## config.mk

```make
export PLATFORM = sky130hd
export DESIGN_NAME = ust_cell
export DESIGN_NICKNAME = d
export VERILOG_FILES = /design/src/hdl/ust_pkg.sv /design/src/hdl/ust_cell.sv
export SDC_FILE = /design/constraint.sdc
export NUM_CORES = 1
export LEC_CHECK = 0
export BUFFER_PORTS_ARGS = -buffer_cell sky130_fd_sc_hd__buf_2
export CORE_ASPECT_RATIO = 1.5
export CORE_UTILIZATION = 44
export DETAILED_ROUTE_END_ITERATION = 8
export PLACE_DENSITY = 0.79
export SLEW_MARGIN = 20
export SYNTH_ARGS = -nofsm -noshare
export SYNTH_HDL_FRONTEND = slang
export SYNTH_SLANG_ARGS = --single-unit
```

## constraint.sdc

```tcl
create_clock -name i_clk -period 5.41 [get_ports i_clk]
set_clock_uncertainty 0.15 [all_clocks]
set_input_delay 0.2705 -clock i_clk [delete_from_list [all_inputs] [get_ports i_clk]]
set_output_delay 0.2705 -clock i_clk [all_outputs]
set_load 0.02 [all_outputs]
```

## src/hdl/ust_pkg.sv

```systemverilog
// ust_pkg: shared sizes, codes and structs of the unordered set table
// depends on nothing; used by ust_cell and unordered_set_table
`default_nettype none

package ust_pkg;

    // number of cells in the chain, one stored value each
    localparam int DEPTH     = 64;
    localparam int IDX_W     = $clog2(DEPTH);
    localparam int CNT_W     = $clog2(DEPTH + 1);

    // field widths of the ports
    localparam int VAL_W     = 32;
    localparam int CMD_W     = 3;
    localparam int STAT_W    = 3;
    localparam int POS_W     = 6;
    localparam int COUNT_W   = 7;
    localparam int CAP_W     = 7;
    localparam int CAP_RESET = 64;
    localparam int CMP_W     = (CAP_W > CNT_W) ? CAP_W : CNT_W;
    localparam int SCAN_W    = (IDX_W > 0) ? IDX_W : 1;

    // command codes
    localparam logic [CMD_W-1:0] CMD_INSERT  = 3'd0;
    localparam logic [CMD_W-1:0] CMD_REMOVE  = 3'd1;
    localparam logic [CMD_W-1:0] CMD_QUERY   = 3'd2;
    localparam logic [CMD_W-1:0] CMD_RESTART = 3'd3;
    localparam logic [CMD_W-1:0] CMD_NEXT    = 3'd4;
    localparam logic [CMD_W-1:0] CMD_CLEAR   = 3'd5;

    // status codes
    localparam logic [STAT_W-1:0] ST_OK        = 3'd0;
    localparam logic [STAT_W-1:0] ST_FULL      = 3'd1;
    localparam logic [STAT_W-1:0] ST_DUP       = 3'd2;
    localparam logic [STAT_W-1:0] ST_NOT_FOUND = 3'd3;
    localparam logic [STAT_W-1:0] ST_EXHAUSTED = 3'd4;

    typedef enum logic [1:0] {
        S_IDLE,
        S_SCAN,
        S_DONE
    } t_state;

    // search word handed from cell to cell
    typedef struct packed {
        logic [VAL_W-1:0] key;
        logic             hit;
        logic [IDX_W-1:0] slot;
        logic [VAL_W-1:0] last_data;
        logic [VAL_W-1:0] cur_data;
    } t_probe;

    // broadcast write into one cell
    typedef struct packed {
        logic             en;
        logic [IDX_W-1:0] idx;
        logic [VAL_W-1:0] data;
    } t_wr;

endpackage

`default_nettype wire

```

## src/hdl/ust_cell.sv

```systemverilog
// ust_cell: one slot of the set, compares the passing probe and forwards it
// depends on ust_pkg
`default_nettype none

module ust_cell (
    input  wire logic                      i_clk,
    input  wire logic [ust_pkg::IDX_W-1:0] i_idx,
    input  wire logic [ust_pkg::CNT_W-1:0] i_count,
    input  wire logic [ust_pkg::CNT_W-1:0] i_cursor,
    input  wire ust_pkg::t_wr              i_wr,
    input  wire ust_pkg::t_probe           i_probe,
    output ust_pkg::t_probe                o_probe
);

    logic [ust_pkg::VAL_W-1:0] r_entry;
    ust_pkg::t_probe           r_probe;
    ust_pkg::t_probe           n_probe;
    logic [ust_pkg::CNT_W-1:0] idx_ext;
    logic                      live;

    assign idx_ext = ust_pkg::CNT_W'(i_idx);
    assign live    = idx_ext < i_count;

    always_comb begin
        n_probe = i_probe;
        // first match from slot zero upward wins
        if (!i_probe.hit && live && (r_entry == i_probe.key)) begin
            n_probe.hit  = 1'b1;
            n_probe.slot = i_idx;
        end
        if (idx_ext + ust_pkg::CNT_W'(1) == i_count) begin
            n_probe.last_data = r_entry;
        end
        if (idx_ext == i_cursor) begin
            n_probe.cur_data = r_entry;
        end
    end

    always_ff @(posedge i_clk) begin
        r_probe <= n_probe;
        if (i_wr.en && (i_wr.idx == i_idx)) begin
            r_entry <= i_wr.data;
        end
    end

    assign o_probe = r_probe;

endmodule

`default_nettype wire

```

==> reports/results.ini <==
[status]
status = complete, no violations

[sta]
period_share = 0.446
fin_ws_ns = 2.99
setup_tns_ns = 0
slew_headroom = 0.568
grt_setup_unrepaired = no
finalMaxSlewViolations = 0
worst_pin_slew_ns = 0.648
final-hold-violation-count = 0
hold_ws_ns = 0.0882
max_freq_mhz = 414
period_minus_slack_ns = 2.42
setup_viol = 0

[pwr]
p_leak_nw = 3.73
power.total_mw = 2.64
peakVddDrop_v = 0.000251
power_density_mw_per_mm2 = 319

[placement]
post-place-ws_ns = 2.56
place_inst = 723
io_buffers = 265
postPlaceCellArea_sq_mm = 0.00629
dp_hpwl_um = 10300
gp_congestion = 0.854

[layout]
design_area_sq_mm = 0.00826
nets = 903
fin_cells = 890
diodes = 0
final_cell_mix = buf_2, dlygate4sd3_1, dfxtp_1
final_common_cell = buf_2
finalCoreUtilization = 0.776
drive_gt1_frac = 0.501
synthToLayoutAreaGrowth_pct = 70.8
n_fill_cell = 603

[synthesis]
synth_mux_area_frac = 0.186
yosysSeqAreaShare = 0.625
yosys_warnings = 0
synth.distinct_cells = 33
synth_top_family_by_area = multiplexers
synthXorXnorAreaFrac = 0.0869
netlist_instances = 322
synth.avg_cell_area_sq_um = 15.0
yosys.area_share.simple = 0.0360
ys_ff_latch = 135
syn-num-nets = 492
synth.cell_area_sq_mm = 0.00484
synth_fa_ha_area_frac = 0.0181
synth_compound_area_frac = 0.0256

[die]
fp.coreArea_sq_mm = 0.0106
ioPinCount = 266
die_area_sq_mm = 0.0114
die_h_um = 130
start_util = 0.454
rows = 46
fp.dieW_um = 87.6

[drt]
via_count = 4279
dr.first_iter.drc_count = 126
vias_per_cell = 4.81
wl_per_cell_um = 18.8
drc = 0
drtAntennaViolNets = 0
dr.pass1.iters = 4
routed_wl_um = 16700

[clock_tree]
cts_tree = built
clk-insertion-delay-late_ns = 0.41
cts_buffers = 17
cts_root_buf = clkbuf_16
clock-sinks = 135
path_clk_slew_ns = 0.06
clockBufferDepth = 2
htreeDepth = 4
cts_resized = 0

[global_route]
grt_pass1_wl_um = 24100
grt_pass1_vias = 4880
antenna_found_initial = 0
grt_max_degree = 33
grtUsageTotal = 0.292
overflow = 0

[min_path]
hold-path-cell-count = 2
min_path_type = input port to register

[worst_setup_path]
worstSetupStartpointType = input port
cp-end-kind = register
critPathBufInv = 2
path_cells = dlygate4sd3_1, buf_2, xnor2_1, nand4_1, a2111oi_0, nand4_1, mux2_2
path_delay_family = buffers and inverters
cp.depth = 7
crit_fanout = 7
r2r_cells = 5
slowest_delay_ns = 0.53
cp.arrival_ns = 2.55
crit_slowest_cell = dlygate4sd3_1
critical_path_class = input port to register
cp_data_required_time_ns = 5.54
crit_top_cell = nand4_1

[flow_run]
maxCapViolCount = 0

final timing paths:
path / startpoint / endpoint / slack (ns)
max: i_probe[97] / o_probe[65] / 2.99
min: i_idx[0] / o_probe[64] / 0.09
max reg2reg: r_entry[26] / o_probe[65] / 3.08
min reg2reg: r_entry[24] / o_probe[56] / 0.41
layout make-up:
type                    count  area [sq um]  area share
clock buffers              22           507      0.0613
clock inverters            10           114      0.0138
inverters                   7          26.3     0.00318
multi-input cells         169          1710       0.207
flip-flops and latches    135          3020       0.366
well taps                 144           180      0.0218
repair buffers            403          2700       0.327
per-layer routing:
layer / up-vias / routed length [um] / GRT usage
li1: 1964 / - / -
met1: 2035 / 5540 / 0.266
met2: 225 / 9440 / 0.562
met3: 55 / 911 / 0.0660
met4: 0 / 804 / 0.198
met5: - / 0 / 0
cell families (layout without fill, tap and decap cells):
group / count (synthesis) / in the layout
DFF: 135 / 135
buffers and inverters: 18 / 442
and+or+nand+nor: 29 / 29
adders and majority gates: 7 / 7
muxes: 70 / 70
AOI/OAI and AO/OA: 15 / 15
xor gates and xnor gates: 48 / 48
where the power goes:
part,internal (mW),total (mW),switching [mW]
clock,0.759,1.19,0.430
combinational,0.189,0.354,0.165
sequential,1.08,1.09,0.0154
cell usage after synthesis:
master       n  area (sq um)
a2111oi_0    1          8.76
a2111oi_4    1          27.5
a211oi_1     1          7.51
a211oi_2     1          12.5
a21o_1       2          15.0
a21oi_1      3          15.0
a31o_2       1          8.76
a31oi_1      1          6.26
buf_2        2          10.0
buf_4        2          15.0
buf_6        4          45.0
clkbuf_1     3          11.3
dfxtp_1    103          2060
edfxtp_1    32           961
ha_1         7          87.6
inv_1        7          26.3
mux2_2      40           450
mux2_4      30           450
nand2_1      1          3.75
nand2b_1     1          6.26
nand3_1      2          10.0
nand3_2      1          10.0
nand4_1     12          75.1
nand4b_1     1          8.76
nor2_1       3          11.3
nor2b_1      1          6.26
nor3_1       3          15.0
nor4_1       3          18.8
nor4b_1      1          8.76
o211ai_1     1          7.51
o21ai_0      3          15.0
xnor2_1     39           342
xor2_1       9          78.8
sequential cells by signal, indices dropped and copies added (netlist names):
register,count
r_entry,32
o_probe,103
what timing repair did:
item,4_1_cts,5_1_grt
hold buffers,135,0
setup buffers,0,0
hold endpoints to repair,135,0
Power figures use the tool's default switching activity.
